### src/sv/ptt_pkg.sv
`default_nettype none

package ptt_pkg;

    localparam int MAX_SLOTS_DEF   = 16;
    localparam int COUNT_WIDTH_DEF = 32;
    localparam int MAX_RESULTS     = 16;
    localparam int PERIOD_W        = 32;
    localparam int KIND_W          = 2;
    localparam int SLOT_W          = 4;
    localparam int RES_CNT_W       = $clog2(MAX_RESULTS + 1);

    typedef enum logic [KIND_W-1:0] {
        KIND_FIRED      = 2'd0,
        KIND_REGISTERED = 2'd1,
        KIND_FULL       = 2'd2
    } kind_t;

    // commands from the controller to the datapath
    typedef struct packed {
        logic take;        // input beat accepted this cycle
        logic reg_commit;  // finish a register item
        logic scan_step;   // retire the slot under test
        logic flush;       // end of tick: bump counter, emit last firing
    } ctl_cmd_t;

    // status from the datapath to the controller
    typedef struct packed {
        logic is_reg;       // action of the offered input beat
        logic table_empty;  // no filled slots
        logic scan_end;     // slot under test is the last filled one
        logic fire_report;  // slot under test fires and is reported
        logic pend_valid;   // a firing waits to be emitted
        logic out_free;     // output register can take a beat
    } dp_stat_t;

endpackage

`default_nettype wire

### src/sv/ptt_ram.sv
`default_nettype none

module ptt_ram #(
    parameter int WIDTH  = 64,
    parameter int DEPTH  = 16,
    parameter int ADDR_W = (DEPTH > 1) ? $clog2(DEPTH) : 1
) (
    input  wire logic              clk,
    input  wire logic              we,
    input  wire logic [ADDR_W-1:0] waddr,
    input  wire logic [WIDTH-1:0]  wdata,
    input  wire logic              re,
    input  wire logic [ADDR_W-1:0] raddr,
    output logic      [WIDTH-1:0]  rdata
);

    logic [WIDTH-1:0] mem [DEPTH];

    always_ff @(posedge clk)
    begin
        if (we)
        begin
            mem[waddr] <= wdata;
        end
    end

    always_ff @(posedge clk)
    begin
        if (re)
        begin
            rdata <= mem[raddr];
        end
    end

endmodule

`default_nettype wire

### src/sv/ptt_ctrl.sv
`default_nettype none

module ptt_ctrl (
    input  wire logic               clk,
    input  wire logic               rst_n,
    input  wire logic               item_valid,
    output logic                    item_stall,
    input  wire ptt_pkg::dp_stat_t  stat,
    output ptt_pkg::ctl_cmd_t       cmd
);

    typedef enum logic [3:0] {
        S_IDLE  = 4'b0001,
        S_REG   = 4'b0010,
        S_SCAN  = 4'b0100,
        S_FLUSH = 4'b1000
    } ptt_state_t;

    ptt_state_t state_reg;
    ptt_state_t state_next;

    always_comb
    begin
        state_next = state_reg;
        cmd        = '0;
        item_stall = 1'b1;
        unique case (state_reg)
            S_IDLE:
            begin
                item_stall = 1'b0;
                if (item_valid)
                begin
                    cmd.take = 1'b1;
                    if (stat.is_reg)
                    begin
                        state_next = S_REG;
                    end
                    else if (stat.table_empty)
                    begin
                        state_next = S_FLUSH;
                    end
                    else
                    begin
                        state_next = S_SCAN;
                    end
                end
            end
            S_REG:
            begin
                if (stat.out_free)
                begin
                    cmd.reg_commit = 1'b1;
                    state_next     = S_IDLE;
                end
            end
            S_SCAN:
            begin
                // hold while a pending firing has nowhere to go
                if (!(stat.fire_report && stat.pend_valid && !stat.out_free))
                begin
                    cmd.scan_step = 1'b1;
                    if (stat.scan_end)
                    begin
                        state_next = S_FLUSH;
                    end
                end
            end
            S_FLUSH:
            begin
                if (!stat.pend_valid || stat.out_free)
                begin
                    cmd.flush  = 1'b1;
                    state_next = S_IDLE;
                end
            end
            default:
            begin
                state_next = S_IDLE;
            end
        endcase
    end

    always_ff @(posedge clk or negedge rst_n)
    begin
        if (!rst_n)
        begin
            state_reg <= S_IDLE;
        end
        else
        begin
            state_reg <= state_next;
        end
    end

endmodule

`default_nettype wire

### src/sv/ptt_dp.sv
`default_nettype none

module ptt_dp #(
    parameter int MAX_SLOTS   = ptt_pkg::MAX_SLOTS_DEF,
    parameter int COUNT_WIDTH = ptt_pkg::COUNT_WIDTH_DEF
) (
    input  wire logic                          clk,
    input  wire logic                          rst_n,
    input  wire logic                          action,
    input  wire logic [ptt_pkg::PERIOD_W-1:0]  period_ticks,
    input  wire logic                          result_stall,
    output logic                               result_valid,
    output logic      [ptt_pkg::KIND_W-1:0]    kind,
    output logic      [ptt_pkg::SLOT_W-1:0]    slot_index,
    output logic                               last,
    input  wire ptt_pkg::ctl_cmd_t             cmd,
    output ptt_pkg::dp_stat_t                  stat
);

    localparam int CW     = COUNT_WIDTH;
    localparam int IDX_W  = (MAX_SLOTS > 1) ? $clog2(MAX_SLOTS) : 1;
    localparam int FILL_W = $clog2(MAX_SLOTS + 1);
    localparam int SW     = ptt_pkg::SLOT_W;
    localparam int RCW    = ptt_pkg::RES_CNT_W;

    logic [CW-1:0]                   count_reg;
    logic [CW-1:0]                   count_next;
    logic [FILL_W-1:0]               fill_reg;
    logic [FILL_W-1:0]               fill_next;
    logic [IDX_W-1:0]                idx_reg;
    logic [IDX_W-1:0]                idx_next;
    logic [RCW-1:0]                  res_cnt_reg;
    logic [RCW-1:0]                  res_cnt_next;
    logic                            pend_valid_reg;
    logic                            pend_valid_next;
    logic [SW-1:0]                   pend_slot_reg;
    logic [SW-1:0]                   pend_slot_next;
    logic [ptt_pkg::PERIOD_W-1:0]    period_reg;
    logic [ptt_pkg::PERIOD_W-1:0]    period_next;

    logic                            out_valid_reg;
    logic                            out_valid_next;
    ptt_pkg::kind_t                  out_kind_reg;
    ptt_pkg::kind_t                  out_kind_next;
    logic [SW-1:0]                   out_slot_reg;
    logic [SW-1:0]                   out_slot_next;
    logic                            out_last_reg;
    logic                            out_last_next;

    logic                            full;
    logic                            out_free;
    logic                            scan_end;
    logic                            fire;
    logic                            fire_report;
    logic [CW-1:0]                   rd_due;
    logic [CW-1:0]                   rd_period;

    logic                            ram_we;
    logic [IDX_W-1:0]                ram_waddr;
    logic [2*CW-1:0]                 ram_wdata;
    logic                            ram_re;
    logic [IDX_W-1:0]                ram_raddr;
    logic [2*CW-1:0]                 ram_rdata;

    // one entry per slot: period in the upper half, due time in the lower
    ptt_ram #(
        .WIDTH  (2 * CW),
        .DEPTH  (MAX_SLOTS),
        .ADDR_W (IDX_W)
    ) u_slot_ram (
        .clk   (clk),
        .we    (ram_we),
        .waddr (ram_waddr),
        .wdata (ram_wdata),
        .re    (ram_re),
        .raddr (ram_raddr),
        .rdata (ram_rdata)
    );

    assign rd_due      = ram_rdata[CW-1:0];
    assign rd_period   = ram_rdata[2*CW-1:CW];
    assign full        = (fill_reg == FILL_W'(MAX_SLOTS));
    assign out_free    = !out_valid_reg || !result_stall;
    assign scan_end    = ((FILL_W'(idx_reg) + FILL_W'(1)) == fill_reg);
    assign fire        = (rd_due == count_reg);
    assign fire_report = fire && (res_cnt_reg < RCW'(ptt_pkg::MAX_RESULTS));

    assign stat.is_reg      = action;
    assign stat.table_empty = (fill_reg == '0);
    assign stat.scan_end    = scan_end;
    assign stat.fire_report = fire_report;
    assign stat.pend_valid  = pend_valid_reg;
    assign stat.out_free    = out_free;

    // read slot 0 at acceptance, then the next slot each step
    assign ram_re    = cmd.take || (cmd.scan_step && !scan_end);
    assign ram_raddr = cmd.take ? '0 : IDX_W'(idx_reg + IDX_W'(1));

    always_comb
    begin
        ram_we    = 1'b0;
        ram_waddr = idx_reg;
        ram_wdata = {rd_period, CW'(rd_due + rd_period)};
        if (cmd.reg_commit)
        begin
            ram_we    = !full;
            ram_waddr = fill_reg[IDX_W-1:0];
            ram_wdata = {CW'(period_reg), count_reg};
        end
        else if (cmd.scan_step)
        begin
            ram_we = fire;
        end
    end

    always_comb
    begin
        count_next      = count_reg;
        fill_next       = fill_reg;
        idx_next        = idx_reg;
        res_cnt_next    = res_cnt_reg;
        pend_valid_next = pend_valid_reg;
        pend_slot_next  = pend_slot_reg;
        period_next     = period_reg;
        out_valid_next  = out_valid_reg && result_stall;
        out_kind_next   = out_kind_reg;
        out_slot_next   = out_slot_reg;
        out_last_next   = out_last_reg;

        if (cmd.take)
        begin
            idx_next        = '0;
            res_cnt_next    = '0;
            pend_valid_next = 1'b0;
            period_next     = period_ticks;
        end

        if (cmd.reg_commit)
        begin
            out_valid_next = 1'b1;
            out_last_next  = 1'b1;
            if (full)
            begin
                out_kind_next = ptt_pkg::KIND_FULL;
                out_slot_next = '0;
            end
            else
            begin
                out_kind_next = ptt_pkg::KIND_REGISTERED;
                out_slot_next = SW'(fill_reg);
                fill_next     = fill_reg + FILL_W'(1);
            end
        end

        if (cmd.scan_step)
        begin
            idx_next = IDX_W'(idx_reg + IDX_W'(1));
            if (fire_report)
            begin
                res_cnt_next    = res_cnt_reg + RCW'(1);
                pend_valid_next = 1'b1;
                pend_slot_next  = SW'(idx_reg);
                // a later firing exists, so the pending one is not the last
                if (pend_valid_reg)
                begin
                    out_valid_next = 1'b1;
                    out_kind_next  = ptt_pkg::KIND_FIRED;
                    out_slot_next  = pend_slot_reg;
                    out_last_next  = 1'b0;
                end
            end
        end

        if (cmd.flush)
        begin
            count_next      = CW'(count_reg + CW'(1));
            pend_valid_next = 1'b0;
            if (pend_valid_reg)
            begin
                out_valid_next = 1'b1;
                out_kind_next  = ptt_pkg::KIND_FIRED;
                out_slot_next  = pend_slot_reg;
                out_last_next  = 1'b1;
            end
        end
    end

    always_ff @(posedge clk or negedge rst_n)
    begin
        if (!rst_n)
        begin
            count_reg      <= '0;
            fill_reg       <= '0;
            idx_reg        <= '0;
            res_cnt_reg    <= '0;
            pend_valid_reg <= 1'b0;
            out_valid_reg  <= 1'b0;
        end
        else
        begin
            count_reg      <= count_next;
            fill_reg       <= fill_next;
            idx_reg        <= idx_next;
            res_cnt_reg    <= res_cnt_next;
            pend_valid_reg <= pend_valid_next;
            out_valid_reg  <= out_valid_next;
        end
    end

    always_ff @(posedge clk)
    begin
        pend_slot_reg <= pend_slot_next;
        period_reg    <= period_next;
        out_kind_reg  <= out_kind_next;
        out_slot_reg  <= out_slot_next;
        out_last_reg  <= out_last_next;
    end

    assign result_valid = out_valid_reg;
    assign kind         = out_kind_reg;
    assign slot_index   = out_slot_reg;
    assign last         = out_last_reg;

endmodule

`default_nettype wire

### src/sv/periodic_task_table.sv
// Register item: after acceptance the controller waits in the register state until the
//   output register is free, then commits; no next item is taken until that commit.
// Tick item: one slot per cycle through the single read port of the slot RAM, then a flush;
//   the scan holds while a pending firing waits for the output register when it is stalled.
// Reset (rst_n, async, low) clears the tick counter, the fill count and the controller;
//   the slot RAM is not cleared, since only slots below the fill count are read.
`default_nettype none

module periodic_task_table #(
    parameter int MAX_SLOTS   = ptt_pkg::MAX_SLOTS_DEF,
    parameter int COUNT_WIDTH = ptt_pkg::COUNT_WIDTH_DEF
) (
    input  wire logic                          clk,
    input  wire logic                          rst_n,
    // input channel
    input  wire logic                          item_valid,
    output logic                               item_stall,
    input  wire logic                          action,
    input  wire logic [ptt_pkg::PERIOD_W-1:0]  period_ticks,
    // result channel
    output logic                               result_valid,
    input  wire logic                          result_stall,
    output logic      [ptt_pkg::KIND_W-1:0]    kind,
    output logic      [ptt_pkg::SLOT_W-1:0]    slot_index,
    output logic                               last
);

    ptt_pkg::ctl_cmd_t cmd;
    ptt_pkg::dp_stat_t stat;

    // Controller: idle -> register commit, or idle -> slot scan -> flush, or idle -> flush on an empty table.
    // It only sequences; all state of the table lives in the datapath.
    ptt_ctrl u_ctrl (
        .clk        (clk),
        .rst_n      (rst_n),
        .item_valid (item_valid),
        .item_stall (item_stall),
        .stat       (stat),
        .cmd        (cmd)
    );

    // Datapath: tick counter, fill count, slot RAM, scan index and the
    // one-deep pending firing that lets the last firing of a tick carry
    // the last flag without looking ahead. The output register parts the
    // scan from a stalled consumer.
    ptt_dp #(
        .MAX_SLOTS   (MAX_SLOTS),
        .COUNT_WIDTH (COUNT_WIDTH)
    ) u_dp (
        .clk          (clk),
        .rst_n        (rst_n),
        .action       (action),
        .period_ticks (period_ticks),
        .result_stall (result_stall),
        .result_valid (result_valid),
        .kind         (kind),
        .slot_index   (slot_index),
        .last         (last),
        .cmd          (cmd),
        .stat         (stat)
    );

    // at most one command per cycle
    assert property (@(posedge clk) disable iff (!rst_n)
        $onehot0({cmd.take, cmd.reg_commit, cmd.scan_step, cmd.flush}))
        else $error("controller issued more than one command");

    // an accepted beat is worked on alone: no second beat in the next cycle
    assert property (@(posedge clk) disable iff (!rst_n)
        (item_valid && !item_stall) |=> item_stall)
        else $error("input taken while an item is in progress");

    // a finished item returns the controller to idle
    assert property (@(posedge clk) disable iff (!rst_n)
        (cmd.flush || cmd.reg_commit) |=> !item_stall)
        else $error("controller did not return to idle");

    // a register commit always produces a result beat with last set
    assert property (@(posedge clk) disable iff (!rst_n)
        cmd.reg_commit |=> (result_valid && last))
        else $error("register item produced no final beat");

endmodule

`default_nettype wire

### config.mk
export PLATFORM = sky130hd
export DESIGN_NAME = periodic_task_table
export DESIGN_NICKNAME = d
export VERILOG_FILES = /design/src/sv/ptt_pkg.sv /design/src/sv/ptt_ram.sv /design/src/sv/ptt_ctrl.sv /design/src/sv/ptt_dp.sv /design/src/sv/periodic_task_table.sv
export SDC_FILE = /design/constraint.sdc
export NUM_CORES = 2
export LEC_CHECK = 0
export CAP_MARGIN = 20
export CORE_MARGIN = 1.5
export CORE_UTILIZATION = 35
export CTS_CLUSTER_SIZE = 14
export DETAILED_ROUTE_END_ITERATION = 10
export DONT_BUFFER_PORTS = 1
export GPL_TIMING_DRIVEN = 0
export SLEW_MARGIN = 20
export SYNTH_ARGS = -nofsm -noshare
export SYNTH_HDL_FRONTEND = slang
export SYNTH_SLANG_ARGS = --single-unit
export TNS_END_PERCENT = 30
### constraint.sdc
create_clock -name clk -period 17.1 [get_ports clk]
set_input_delay 2.565 -clock clk [delete_from_list [all_inputs] [get_ports clk]]
set_output_delay 2.565 -clock clk [all_outputs]
set_load 0.005 [all_outputs]
# == After elaboration in Yosys (flattened, before gate mapping) ==
# Memories as Yosys holds them, arrays and structs flattened. A register that Yosys moved wholly into a read port is not among the register bits.
# Cells that the tools add are included.
# classes
muxes,59
addsub,6
bitwise,1
eq_ne,12
n_lt_le_gt_ge,1
reduce_logical,19
# op_table
operator,count
2-to-1 mux 4 bit,18
2-to-1 mux 64 bit,1
adder 32 x 1 -> 32 bit (second input constant),1
adder 32 bit,1
equality test 32 bit,1
2-to-1 mux 1 bit,29
one-hot mux 4 bit (4 select lines),1
2-to-1 mux 5 bit,3
2-to-1 mux 2 bit,7
adder 5 x 1 -> 5 bit (second input constant),2
zero test 1 bit,6
!= test 2 x 1 -> 1 bit (second input constant),3
adder 4 x 1 -> 5 bit (second input constant),1
equality test 5 bit,1
equality test 5 bit (second input constant),1
logical AND 1 bit,5
zero test 5 bit,1
< comparator 5 bit (second input constant),1
AND reduction 5 bit,1
adder 4 x 1 -> 4 bit (second input constant),1
equality test 4 x 1 -> 1 bit (second input constant),1
equality test 4 x 2 -> 1 bit (second input constant),1
equality test 4 x 3 -> 1 bit (second input constant),1
equality test 4 bit (second input constant),1
5 further kinds,9
# word_totals
mem_count,1
inputBits,37
ff_bits,95
elab_cells,111
ram_bits,1024
out_inout_bits,9
# mem_list
memory,depth,width,read_ports,rd_clocked_by_memory_dff,write_ports,line,source
u_dp.u_slot_ram.mem,16,64,1,1,1,ptt_ram.sv:17,logic [WIDTH-1:0] mem [DEPTH];

# == Depth between registers and ports, before layout ==
# logic_depth
ltp_word,10
depth_mapped,11
depth_no_buf,10

# == Cells and area by module ==
# From an unflattened synthesis, not the netlist that was laid out.
# hier_totals
cells_unflattened,2354
hier_area_um2,46978.8
# modules_own_cells
mod,seq_area_each_um2,area_per_inst_um2,n_inst,cells_per_inst
ptt_ram,32671.3,40222.3,1,1647
ptt_dp,2422.3,6478.7,1,680
ptt_ctrl,101.3,277.8,1,27

# == Worst setup path after synthesis ==
# OpenSTA, ideal clock, no wires.
# synth_path
kind,in2reg
from,in result_stall
to,"reg u_dp.u_slot_ram.rdata[0], read port of u_dp.u_slot_ram.mem (enable)"
setup_ps,574
path_buffers,0
t_required_ps,16526
slack_ps,8723
path_stages,6
arrival_time_ps,7803
path_cell_list,and3_1 > nand2b_1 > or2_2 > nor2b_1 > inv_1 > o21ai_0
# synth_via
elab_chain_cells,8
# synth_lines
item,line,source
start: declaration,periodic_task_table.sv:22,"input wire logic result_stall,"
zero test 1 bit,ptt_dp.sv:83,assign out_free = !out_valid_reg || !result_stall;
logical OR 1 bit,ptt_dp.sv:83,
zero test 1 bit,ptt_ctrl.sv:59,if (!(stat.fire_report && stat.pend_valid && !stat.out_free))
logical AND 1 bit,ptt_ctrl.sv:59,
2-to-1 mux 1 bit,ptt_ctrl.sv:59,
2-to-1 mux 1 bit,ptt_ctrl.sv:27,unique case (state_reg)
logical AND 1 bit,ptt_dp.sv:96,assign ram_re = cmd.take || (cmd.scan_step && !scan_end);
logical OR 1 bit,ptt_dp.sv:96,
via u_dp.ram_re,ptt_dp.sv:61,logic ram_re;
end: declaration,ptt_ram.sv:14,output logic [WIDTH-1:0] rdata
# The timed path passes the listed nets, and every way through them passes these cells.
# A chain may end at the register's enable or synchronous reset.

# == Worst setup path in the final report ==
# layout_path
from,in result_stall
to,mem u_dp.u_slot_ram.mem[6][42] (enable)
# layout_via
elab_chain_cells,10
word_cells_on_any_way,13
classes_between,mux: 9; reduce/logical: 4
# layout_lines
item,line,source
zero test 1 bit (*),ptt_dp.sv:83,
logical OR 1 bit (*),ptt_dp.sv:83,
zero test 1 bit,ptt_ctrl.sv:59,
logical AND 1 bit,ptt_ctrl.sv:59,
2-to-1 mux 1 bit,ptt_ctrl.sv:59,
2-to-1 mux 1 bit,ptt_ctrl.sv:27,
2-to-1 mux 1 bit,ptt_dp.sv:110,else if (cmd.scan_step)
2-to-1 mux 1 bit,ptt_dp.sv:104,if (cmd.reg_commit)
2-to-1 mux 1 bit,ptt_ram.sv:21,if (we)
2-to-1 mux 1 bit (not written as such),ptt_ram.sv:23,mem[waddr] <= wdata;
end: declaration,ptt_ram.sv:17,
# Every way passes the cells marked *; elsewhere a longest branch is shown, timed or not.

==> flow_metrics.py <==
metrics = {
    "clock_network": {
        "clockBufferDepth": 3,
        "post-cts-setup-buffer-count": 0,
        "cts.sinks": 1183,
        "cts_tree": "built",
        "h-tree-depth": 3,
        "path_clk_slew_ps": 60,
        "ctsResizeCount": 0,
        "hold_buffers": 0,
        "clockRootBuffer": "clkbuf_16",
        "cts_buffers": 119,
        "clkLatencyLatePin_ps": 750,
    },
    "sta": {
        "fmax_ghz": 0.183,
        "period_share_pct": 32.0,
        "fin_worst_hold_slack_ps": 451,
        "maxSlewHeadroom_pct": 18.7,
        "setup_tns_ps": 0,
        "hold_viol": 0,
        "period_minus_slack_ps": 5480,
        "slew_viol_final": 0,
        "worstMarginPinSlew_ps": 1220,
        "rsz0062_at_grt": "no",
        "final-setup-viol-count": 0,
        "timing.final.ws_setup_ps": 11620,
        "fin_skew_ps": 37.8,
    },
    "detailed_routing": {
        "vias": 29300,
        "drt-total-wl_um": 138000,
        "drc": 0,
        "drtIter0Drc": 3706,
        "route.detailed.wl_per_inst_um": 25.8,
        "ant_nets": 0,
        "drt-pass1-iter-count": 6,
        "vias_per_cell": 5.50,
    },
    "floorplanning": {
        "die_height_um": 377,
        "die_x_um": 377,
        "io_pins": 46,
        "core_sq_um": 139000,
        "dieArea_sq_um": 142000,
        "num_rows": 137,
        "start_util_pct": 35.2,
    },
    "worst_setup_path": {
        "critPathCapture": "u_dp.u_slot_ram.mem[6][42]",
        "worst-setup-path-type": "in2reg",
        "critPathRequiredTime_ps": 17570,
        "rrSetupSlack_ps": 12680,
        "ff2ff_path_depth": 11,
        "r2r-start": "u_ctrl.state_reg[3]",
        "crit_arrival_ps": 5950,
        "cp_max_fo": 19,
        "cp-startpoint": "result_stall",
        "cp-end-kind": "flip-flop",
        "r2r_end": "u_dp.u_slot_ram.mem[6][42]",
        "cp-start-kind": "primary input",
    },
    "grt": {
        "grt_pass1_wl_um": 199000,
        "overflow": 0,
        "grt_pass1_vias": 28200,
        "grt_util_met2_pct": 29.4,
        "top_usage_layer": "met2",
        "grt_usage_pct": 19.2,
        "use_met3_pct": 3.46,
        "grt_max_degree": 53,
        "antenna_found_initial": 3,
        "grt_util_met1_pct": 28.2,
    },
    "power": {
        "ir_worst_vdd_mv": 0.154,
        "p_per_area_nw_per_um2": 198,
        "p_leak_nw": 18.2,
        "power_mw": 11.2,
    },
    "logic_synthesis": {
        "yosysSeqAreaShare_pct": 71.8,
        "synth_edf_count": 1124,
        "synth_nets": 3241,
        "synthCells": 3167,
        "synthFlopType": "edfxtp_1",
        "async_reset_ff_share_pct": 4.40,
        "syn_area_sq_um": 49000,
        "synth_seq_cells": 1183,
        "avgSynthCellArea_sq_um": 15.5,
        "ys_types": 63,
        "synth_warnings": 0,
    },
    "layout": {
        "area_delta_synth_final_pct": 15.9,
        "regMostFlops": "u_dp.u_slot_ram.mem",
        "num-nets-final": 3428,
        "largest_reg_flops": 1024,
        "fin_area_sq_um": 56800,
        "stdcell_count": 5332,
        "top_regs": "u_dp.u_slot_ram.mem x1024, u_dp.u_slot_ram.rdata x64",
        "drive_above_1_share_pct": 14.6,
        "postLayoutCoreUtil_pct": 40.8,
    },
    "min_path": {
        "min_path_cells": 0,
        "hold_class": "reg2reg",
    },
    "placement": {
        "placed_area_sq_um": 52900,
        "preCtsSetupSlack_ps": 10820,
        "dp_cells": 5106,
        "place_congestion": 0.947,
        "place.detailed.hpwl_um": 94200,
        "port_buffers": 0,
    },
    "outcome": {
        "outcome": "finished clean",
    },
    "flow_run": {
        "cap_violations": 0,
    },
}
-- worst min path at each step --
stage,startpoint,endpoint
6_report,u_dp.idx_reg[3],u_dp.pend_slot_reg[3]
3_5_place_dp,u_dp.idx_reg[3],u_dp.pend_slot_reg[3]
5_1_grt,u_dp.idx_reg[3],u_dp.pend_slot_reg[3]
4_1_cts,u_dp.idx_reg[3],u_dp.pend_slot_reg[3]
3_3_place_gp,u_dp.idx_reg[3],u_dp.pend_slot_reg[3]
2_1_floorplan,u_dp.idx_reg[3],u_dp.pend_slot_reg[3]
-- cells by family after synthesis --
kind of cell,synth area share (%)
AO/OA/AOI/OAI,8.63
XOR/XNOR,1.75
adder cells (fa/ha/maj),0.959
buffers and inverters,2.12
flip-flops,71.8
multiplexers,6.05
AND/OR/NAND/NOR,8.73
-- layout by cell type (no fill, tap or decap), types with 20 or more instances in the layout --
cell type / count
buf_2: 46
mux4_2: 128
xnor2_1: 78
buf_12: 34
a311oi_1: 118
clkbuf_1: 161
a21oi_1: 160
nand2b_1: 140
buf_6: 20
nand3_1: 30
clkbuf_16: 122
edfxtp_1: 1124
dfrtp_1: 51
a211oi_1: 199
o21ai_0: 25
nor2_1: 54
a21o_1: 20
ha_1: 36
and2_1: 130
clkinv_2: 23
nand4_1: 21
xor2_1: 20
nand2_1: 425
-- synth_stat cells, types with 3 or more instances --
cell,instances,area share (%)
nand2_1,425,3.3
buf_2,43,0.44
dfrtp_1,51,2.6
a211oi_1,199,3.0
o211ai_1,5,0.077
inv_1,12,0.092
and3_1,12,0.15
a311oi_1,118,2.1
and2_1,130,1.7
clkbuf_1,139,1.1
xnor2_1,78,1.4
or2_2,3,0.038
a21o_1,20,0.31
nand3b_1,3,0.046
dfxtp_1,7,0.29
or3_1,4,0.051
a31oi_1,14,0.18
o21ai_0,34,0.35
mux2i_1,6,0.12
o31ai_1,4,0.061
ha_1,36,0.92
nand2b_1,140,1.8
buf_6,16,0.37
nor3b_1,6,0.092
xor2_1,20,0.36
nand3_1,30,0.31
a311oi_2,10,0.31
o21bai_1,6,0.092
and4_1,5,0.089
edfxtp_1,1124,69
buf_4,5,0.077
nand4_1,21,0.27
nor3_1,14,0.14
nor4_1,5,0.064
nor2_1,71,0.54
a21oi_1,176,1.8
o22ai_1,3,0.038
buf_1,9,0.069
mux4_2,128,5.9
-- worst max-delay path: stages --
cell,delay (ps)
a21oi_1,870
clkbuf_1,680
nor3b_1,130
o21ai_0,670
buf_2,290
nor2_4,110
buf_16,250
buf_16,160
buf_12,170
-- layer usage --
metal	wire length (um)	share of wire (%)
met1	60100	44
met2	62300	45
met3	12100	8.8
met4	3110	2.3
met5	23	0.017
-- cell type report --
cell class                      instances  area [sq um]
Timing Repair Buffer                   66          1320
Antenna cell                            2          5.00
Sequential cell                      1183         35200
Tap cell                             1876          2350
Clock buffer                          155          3200
Buffer                                212          1000
Fill cell                           12500         82500
Inverter                               14          55.1
Clock inverter                         66           693
Multi-Input combinational cell       1758         13000
-- power by group --
group	switching, mW	internal, mW	total (mW)
sequential	0.202	4.39	4.59
clock	1.12	1.50	2.62
combinational	2.86	1.17	4.03
No activity file was read; power rests on OpenSTA's default activity.
